--- config.mk ---
export PLATFORM = sky130hd
export DESIGN_NAME = overlap_set_enter_exit_tracker_top
export DESIGN_NICKNAME = d
export VERILOG_FILES = /design/src/hdl/oset_pkg.sv /design/src/hdl/overlap_set_enter_exit_tracker_top.sv /design/src/hdl/oset_cell.sv
export VERILOG_INCLUDE_DIRS = /design/src /design/src/hdl
export SDC_FILE = /design/constraint.sdc
export NUM_CORES = 2
export LEC_CHECK = 0
export BUFFER_PORTS_ARGS = -buffer_cell sky130_fd_sc_hd__buf_2
export CORE_ASPECT_RATIO = 1.5
export CORE_UTILIZATION = 53
export CTS_BUF_LIST = sky130_fd_sc_hd__clkbuf_2
export CTS_CLUSTER_SIZE = 24
export DETAILED_ROUTE_END_ITERATION = 6
export HOLD_SLACK_MARGIN = 0.03
export PLACE_DENSITY = 0.69
export SLEW_MARGIN = 20
export SYNTH_ARGS = -nofsm -noshare
export SYNTH_HDL_FRONTEND = slang
export SYNTH_HIERARCHICAL = 1
export SYNTH_SLANG_ARGS = --single-unit
--- constraint.sdc ---
create_clock -name clk -period 15 [get_ports clk]
set_clock_uncertainty 0.2 [all_clocks]
set_input_delay 3 -clock clk [delete_from_list [all_inputs] [get_ports clk]]
set_output_delay 3 -clock clk [all_outputs]
set_load 0.02 [all_outputs]
--- src/hdl/overlap_set_enter_exit_tracker_top_macros.svh ---
// ----------------------------------------------------------------------------
// Assertion macros for the overlap set tracker
// Concurrent checks, compiled out when ASSERT_OFF is set.
// ----------------------------------------------------------------------------
`ifndef OVERLAP_SET_ENTER_EXIT_TRACKER_TOP_MACROS_SVH
`define OVERLAP_SET_ENTER_EXIT_TRACKER_TOP_MACROS_SVH

`ifndef ASSERT_OFF
`define OSET_ASSERT(lbl, clk, rstn, prop, msg) \
  lbl: assert property (@(posedge clk) disable iff (!rstn) prop) else $error(msg);
`define OSET_ASSERT_NEXT(lbl, clk, rstn, ante, cons, msg) \
  lbl: assert property (@(posedge clk) disable iff (!rstn) (ante) |=> (cons)) \
    else $error(msg);
`else
`define OSET_ASSERT(lbl, clk, rstn, prop, msg)
`define OSET_ASSERT_NEXT(lbl, clk, rstn, ante, cons, msg)
`endif

`endif

--- src/hdl/oset_pkg.sv ---
// ----------------------------------------------------------------------------
// oset_pkg
// Shared types and constants of the overlap set tracker.
// ----------------------------------------------------------------------------
package oset_pkg;

  localparam int CAPACITY_DEF = 32;
  localparam int ID_BITS_DEF  = 16;
  localparam int ID_W         = 16;
  localparam int KIND_W       = 2;

  localparam logic [KIND_W-1:0] EV_ADDED   = 2'd0;
  localparam logic [KIND_W-1:0] EV_REMOVED = 2'd1;
  localparam logic [KIND_W-1:0] EV_DONE    = 2'd2;
  localparam logic [KIND_W-1:0] EV_DROPPED = 2'd3;

  localparam logic CMD_OVERLAP = 1'b0;
  localparam logic CMD_EOF     = 1'b1;

  typedef enum logic {
    ST_IDLE,
    ST_DRAIN
  } state_t;

  // previous-frame entry, handed from cell to cell during the drain
  typedef struct packed {
    logic [ID_W-1:0] id;
    logic            vld;
    logic            seen;
  } prv_ent_t;

  typedef struct packed {
    logic ins;    // store compare id in the current slot
    logic mark;   // set seen mark of the previous slot
    logic shift;  // take previous entry from the right neighbor
    logic swap;   // current slot moves into the previous slot
  } cell_cmd_t;

endpackage

--- src/hdl/overlap_set_enter_exit_tracker_top.sv ---
// ----------------------------------------------------------------------------
// overlap_set_enter_exit_tracker_top
// Frame-to-frame enter/exit tracking of object ids over a row of set cells.
// ----------------------------------------------------------------------------
// An overlap word's id is compared against every stored id of both sets at
// once and, if new, written into the first free cell; an added or dropped
// event goes to the output register. An end-of-frame word starts a drain:
// after the accepting cycle the previous row shifts one cell per cycle toward
// cell 0, which reports unseen ids as removed, and a closing cycle reports
// frame done and moves the current row into the previous row. Input is not
// taken during that drain, and a stalled output register holds back every
// drain cycle and every incoming word.
module overlap_set_enter_exit_tracker_top #(
  parameter int CAPACITY = oset_pkg::CAPACITY_DEF,
  parameter int ID_BITS  = oset_pkg::ID_BITS_DEF
) (
  input  logic                        clk,
  input  logic                        rst_n,
  input  logic                        in_valid,
  output logic                        in_ready,
  input  logic                        in_command,
  input  logic [oset_pkg::ID_W-1:0]   in_object_id,
  output logic                        out_valid,
  input  logic                        out_ready,
  output logic [oset_pkg::KIND_W-1:0] out_event_kind,
  output logic [oset_pkg::ID_W-1:0]   out_object_id_res,
  output logic                        out_last
);
  import oset_pkg::*;

  `include "overlap_set_enter_exit_tracker_top_macros.svh"

  localparam logic [ID_W-1:0] IdMask =
    (ID_BITS >= ID_W) ? {ID_W{1'b1}} : ID_W'((64'd1 << ID_BITS) - 64'd1);

  state_t state_r, state_nxt;

  logic              out_valid_r, out_valid_nxt;
  logic [KIND_W-1:0] out_kind_r, out_kind_nxt;
  logic [ID_W-1:0]   out_id_r, out_id_nxt;
  logic              out_last_r, out_last_nxt;

  logic [ID_W-1:0]     id_masked;
  cell_cmd_t           cmd [CAPACITY];
  prv_ent_t            prv_ent [CAPACITY];
  prv_ent_t            nbr_ent [CAPACITY];
  logic [CAPACITY-1:0] cur_vld_vec, cur_hit_vec, prv_hit_vec, prv_vld_vec, first_free;

  logic can_load, in_fire, ov_fire, eof_fire, full, ins, step, head_vld;
  logic shift, swap, load;

  assign id_masked = in_object_id & IdMask;

  genvar gi;
  generate
    for (gi = 0; gi < CAPACITY; gi++) begin : g_cell
      if (gi == CAPACITY - 1) begin : g_end
        assign nbr_ent[gi] = '0;
      end else begin : g_mid
        assign nbr_ent[gi] = prv_ent[gi+1];
      end
      if (gi == 0) begin : g_first
        assign first_free[gi] = !cur_vld_vec[gi];
      end else begin : g_rest
        assign first_free[gi] = !cur_vld_vec[gi] && cur_vld_vec[gi-1];
      end
      assign prv_vld_vec[gi] = prv_ent[gi].vld;
      assign cmd[gi].ins     = ins && first_free[gi];
      assign cmd[gi].mark    = ins && prv_hit_vec[gi];
      assign cmd[gi].shift   = shift;
      assign cmd[gi].swap    = swap;

      oset_cell u_cell (
        .clk     (clk),
        .rst_n   (rst_n),
        .cmd     (cmd[gi]),
        .cmp_id  (id_masked),
        .nbr_ent (nbr_ent[gi]),
        .prv_ent (prv_ent[gi]),
        .cur_vld (cur_vld_vec[gi]),
        .cur_hit (cur_hit_vec[gi]),
        .prv_hit (prv_hit_vec[gi])
      );
    end
  endgenerate

  assign full     = cur_vld_vec[CAPACITY-1];
  assign head_vld = prv_ent[0].vld;
  assign can_load = !out_valid_r || out_ready;

  // next state
  always_comb begin
    state_nxt = state_r;
    case (state_r)
      ST_IDLE: begin
        if (eof_fire) state_nxt = ST_DRAIN;
      end
      ST_DRAIN: begin
        if (step && !head_vld) state_nxt = ST_IDLE;
      end
      default: state_nxt = ST_IDLE;
    endcase
  end

  // outputs and cell commands
  always_comb begin
    in_ready     = 1'b0;
    step         = 1'b0;
    load         = 1'b0;
    out_kind_nxt = out_kind_r;
    out_id_nxt   = out_id_r;
    out_last_nxt = out_last_r;
    case (state_r)
      ST_IDLE: begin
        in_ready = can_load;
        if (ov_fire && !(|cur_hit_vec) && (full || !(|prv_hit_vec))) begin
          load         = 1'b1;
          out_kind_nxt = full ? EV_DROPPED : EV_ADDED;
          out_id_nxt   = id_masked;
          out_last_nxt = 1'b1;
        end
      end
      ST_DRAIN: begin
        step = can_load;
        if (step) begin
          if (!head_vld) begin
            load         = 1'b1;
            out_kind_nxt = EV_DONE;
            out_id_nxt   = '0;
            out_last_nxt = 1'b1;
          end else if (!prv_ent[0].seen) begin
            load         = 1'b1;
            out_kind_nxt = EV_REMOVED;
            out_id_nxt   = prv_ent[0].id;
            out_last_nxt = 1'b0;
          end
        end
      end
      default: begin
        in_ready = 1'b0;
      end
    endcase
  end

  assign in_fire  = in_valid && in_ready;
  assign ov_fire  = in_fire && (in_command == CMD_OVERLAP);
  assign eof_fire = in_fire && (in_command == CMD_EOF);
  assign ins      = ov_fire && !(|cur_hit_vec) && !full;
  assign shift    = step && head_vld;
  assign swap     = step && !head_vld;

  assign out_valid_nxt = load ? 1'b1 : (out_ready ? 1'b0 : out_valid_r);

  always_ff @(posedge clk) begin
    if (!rst_n) begin
      state_r     <= ST_IDLE;
      out_valid_r <= 1'b0;
    end else begin
      state_r     <= state_nxt;
      out_valid_r <= out_valid_nxt;
    end
  end

  always_ff @(posedge clk) begin
    if (load) begin
      out_kind_r <= out_kind_nxt;
      out_id_r   <= out_id_nxt;
      out_last_r <= out_last_nxt;
    end
  end

  assign out_valid         = out_valid_r;
  assign out_event_kind    = out_kind_r;
  assign out_object_id_res = out_id_r;
  assign out_last          = out_last_r;

  // both rows stay packed toward cell 0
  `OSET_ASSERT(a_cur_packed, clk, rst_n, ((cur_vld_vec & (cur_vld_vec + CAPACITY'(1))) == '0), "current row not packed")
  `OSET_ASSERT(a_prv_packed, clk, rst_n, ((prv_vld_vec & (prv_vld_vec + CAPACITY'(1))) == '0), "previous row not packed")
  `OSET_ASSERT_NEXT(a_eof_drain, clk, rst_n, eof_fire, state_r == ST_DRAIN, "end of frame did not start drain")
  `OSET_ASSERT_NEXT(a_swap_empty, clk, rst_n, swap, (cur_vld_vec == '0) && (state_r == ST_IDLE), "current row not cleared at frame done")

endmodule

--- src/hdl/oset_cell.sv ---
// ----------------------------------------------------------------------------
// oset_cell
// One slot of the current set and one slot of the previous set.
// ----------------------------------------------------------------------------
module oset_cell (
  input  logic                      clk,
  input  logic                      rst_n,
  input  oset_pkg::cell_cmd_t       cmd,
  input  logic [oset_pkg::ID_W-1:0] cmp_id,
  input  oset_pkg::prv_ent_t        nbr_ent,
  output oset_pkg::prv_ent_t        prv_ent,
  output logic                      cur_vld,
  output logic                      cur_hit,
  output logic                      prv_hit
);
  import oset_pkg::*;

  logic [ID_W-1:0] cur_id_r, cur_id_nxt;
  logic            cur_vld_r, cur_vld_nxt;
  logic [ID_W-1:0] prv_id_r, prv_id_nxt;
  logic            prv_vld_r, prv_vld_nxt;
  logic            prv_seen_r, prv_seen_nxt;

  always_comb begin
    cur_id_nxt   = cur_id_r;
    cur_vld_nxt  = cur_vld_r;
    prv_id_nxt   = prv_id_r;
    prv_vld_nxt  = prv_vld_r;
    prv_seen_nxt = prv_seen_r;
    if (cmd.swap) begin
      prv_id_nxt   = cur_id_r;
      prv_vld_nxt  = cur_vld_r;
      prv_seen_nxt = 1'b0;
      cur_vld_nxt  = 1'b0;
    end else if (cmd.shift) begin
      prv_id_nxt   = nbr_ent.id;
      prv_vld_nxt  = nbr_ent.vld;
      prv_seen_nxt = nbr_ent.seen;
    end else begin
      if (cmd.ins) begin
        cur_id_nxt  = cmp_id;
        cur_vld_nxt = 1'b1;
      end
      if (cmd.mark) begin
        prv_seen_nxt = 1'b1;
      end
    end
  end

  always_ff @(posedge clk) begin
    if (!rst_n) begin
      cur_vld_r  <= 1'b0;
      prv_vld_r  <= 1'b0;
      prv_seen_r <= 1'b0;
    end else begin
      cur_vld_r  <= cur_vld_nxt;
      prv_vld_r  <= prv_vld_nxt;
      prv_seen_r <= prv_seen_nxt;
    end
  end

  always_ff @(posedge clk) begin
    cur_id_r <= cur_id_nxt;
    prv_id_r <= prv_id_nxt;
  end

  assign cur_vld      = cur_vld_r;
  assign cur_hit      = cur_vld_r && (cur_id_r == cmp_id);
  assign prv_hit      = prv_vld_r && (prv_id_r == cmp_id);
  assign prv_ent.id   = prv_id_r;
  assign prv_ent.vld  = prv_vld_r;
  assign prv_ent.seen = prv_seen_r;

endmodule
==> impl_results.md <==
* Outcome: finished clean
* Cells along the critical path: buf_2 > nor2b_1 > nor2_1 > buf_2
* Util after Layout at 0.5771
* Port Buffers at 41
* Worst Setup Slack post-DPL at 6.745 ns
* RSZ-0062 raised after global routing: false
* Largest net degree at the start of global routing at 154
* Sequential fraction of the synthesis area at 0.6040
* Synth top cells by count: edfxtp_1 (1043), xnor2_1 (768), mux2_2 (512)
* Die X at 265.3 µm
* Lkg Pwr at 18.57 nW
* Hold_buf cts at 0
* Max Cap Viol at 0
* Hold_ws at 0.2242 ns
* Setup WS post-layout at 7.795 ns
* Fin crit share at 0.4803
* Critical path startpoint: out_ready
* I/O pin cnt at 42
* GP Congestion at around 0.84
* Clock tree sinks at 1141
* Worst-margin pin slew at 1.092 ns
* Worst-path cell with the longest stage delay: nor2b_1
* Htree depth at 5
* Non-filler cells, final at roughly 5700
* Avg Vias per Cell at 5.541
* Final hold violation count at 0
* Fin area at 59370 µm²
* Rows at 144
* Routing usage on met3 at 0.04883
* Top-count cell post-synth: edfxtp_1
* Slew Viols, Final at 0
* HPWL Detailed at 89.49 mm
* WS Path Type: in2out
* Pre-Repair DR Iteration Count at 5
* Gr ovfl total at 0
* Layout cells sized above 1 at 0.2869
* Worst R2R Start: state_r$_SDFF_PN0_
* CTS tree: yes
* Multi-input logic area at between 20000 and 25000 µm²
* Met1 Usage GRT at 0.2943
* Final net count at 4117
* Crit path time final at 7.205 ns
* Cell taking the most area after synthesis: edfxtp_1
* Crit path DAT at 4.01 ns
* Resized Gates After CTS at 0
* DRC violation count after routing at 0
* Synth Register Bits at approximately 1100
* Register area at 33290 µm²
* Final ANT Viol Nets at 0
* DP Area at 56930 µm²
* Async SR Flop Fraction at 0
* Critical Path Start Type: primary input
* Overall routing resource usage at 0.2614
* Top post-synthesis cells by area: edfxtp_1 (57%), xnor2_1 (12%), mux2_2 (10%), xor2_1 (4.1%), dfxtp_1 (3.6%)
* Routed len/inst at ~24 µm
* FMAX at 0.1388 GHz
* Vias in the first global route at between 30000 and 40000
* Pwr Total at 6.080 mW
* Die Span Y at 396.9 µm
* Met2 Resource Use GR at 0.4763
* Netlist Area Pre-Place at 55110 µm²
* Clk_lat worst skew at 1.60 ns
* Setup repair bufs after CTS at 0
* Placed cells at 5188
* Yosys Warn Count at 6
* HP Start: g_cell[3].u_cell/prv_seen_r$_SDFFE_PP0P_
* DR vias at 31500
* Top cell type's share of synthesized area at 0.5684
* Clock tree buffer depth at 4
* 1st-iter DRT viols at 2132
* Power Density at slightly above 100 nW/µm²
* Clock Tree Root: clkbuf_2
* Fin Setup TNS at 0 ns
* Most used DFF post-synth: edfxtp_1
* Maximum fanout along the worst path at 7
* Avg Cell Area, Syn at 14.46 µm²
* Critical Path Sink Type: primary output
* Synth unique cells at 39
* HP Class: reg2reg
* Layout fillers at 8361
* GRT Max-Usage Layer: met2
* Die area at 105300 µm²
* Clk slew on worst S/H paths at roughly 0.090 ns
* CP required at 11.80 ns
* Core Region at 102900 µm²
* CTS Buf Count at 293
* CP peak stage delay at 0.64 ns
* Area grow syn2layout at 7.731%
* Syn Inst Count at 3812
* # setup viols final at 0
* Crit-path most repeated cell: buf_2
* Post-synth EDFFs at roughly 1000
* Drt total wl at 136.0 mm
* R2R setup slack at 9.96 ns
* VDD IR-drop max at slightly above 0.07 mV
* Worst slew margin at 0.2720
* Initial antenna violation count at 4
* Initial Util at 0.5356
* First-pass GRT wire length at around 210 mm
area by class of cell:
type                       count  area share
clock buffer                 436     0.03676
clock inverter                50    0.003709
sequential                  1141      0.5607
antenna                       11   0.0004637
multi-input combinational   2461      0.3489
tap                         1387     0.02923
inverter                      81    0.005121
timing repair buffer         118     0.01517
cells in the final DEF, fill, tap and decap left out, drive strengths merged, types with 18 or more instances in the layout:
cell / netlist / layout
a21oi: 33 / 33
nor4b: 30 / 30
o21ai: 49 / 49
and2: 33 / 33
xnor2: 768 / 768
edfxtp: 1043 / 1043
nand2: 116 / 116
clkbuf: 11 / 436
conb: 1 / 18
nor2: 99 / 99
mux2i: 32 / 32
mux2: 512 / 512
buf: 135 / 118
xor2: 256 / 256
dfxtp: 98 / 98
or2: 32 / 32
clkinv: 0 / 46
inv: 81 / 84
nor4: 142 / 142
nand4: 193 / 193
nor3: 67 / 67
nand2b: 34 / 34
nor3b: 35 / 35
critical path, delay by kind of cell:
family	cells	cell delay, ns
buffers and inverters	2	0.28
and+or+nand+nor	2	0.71
cells by family (layout without fill, tap and decap cells):
logic type,count (synthesis),in the layout,synth area share
flops,1141,1141,0.6040
buf+inv,227,685,0.02202
compound gates,87,87,0.008129
other cells,1,29,0.00006805
mux,544,544,0.1104
xor+xnor,1024,1024,0.1628
simple gates,788,788,0.09264
final timing paths:
path | end | cells after the start
setup / recovery | in_ready | 4
hold / removal | g_cell[2].u_cell/prv_seen_r$_SDFFE_PP0P_ | 2
setup reg to reg | g_cell[12].u_cell/cur_id_r[10]$_DFFE_PP_ | 8
hold reg to reg | g_cell[2].u_cell/prv_seen_r$_SDFFE_PP0P_ | 2
report_power, final:
group / total, mW / internal, mW / leakage [nW] / switching (mW)
Combinational: 0.495 / 0.200 / 6.40 / 0.295
Clock: 2.01 / 0.778 / 1.92 / 1.24
Sequential: 3.57 / 3.53 / 10.3 / 0.0416
Total: 6.08 / 4.51 / 18.6 / 1.57
flip-flops by register name, indices dropped and copies added, names as in the netlist:
register                  flops
g_cell.u_cell/cur_id_r      512
g_cell.u_cell/cur_vld        32
g_cell.u_cell/prv_id_r      512
g_cell.u_cell/prv_seen_r     32
g_cell.u_cell/prv_vld_r      32
out_event_kind                2
out_last                      1
out_object_id_res            16
out_valid                     1
state_r                       1
per-layer routing:
layer / routed length (µm) / vias to the layer above
met1: 51720 / 15710
met3: 5786 / 280
met5: 13 / -
met4: 5416 / 2
li1: - / 14680
met2: 73050 / 830
Note: power is estimated with default switching activity, not from simulation.
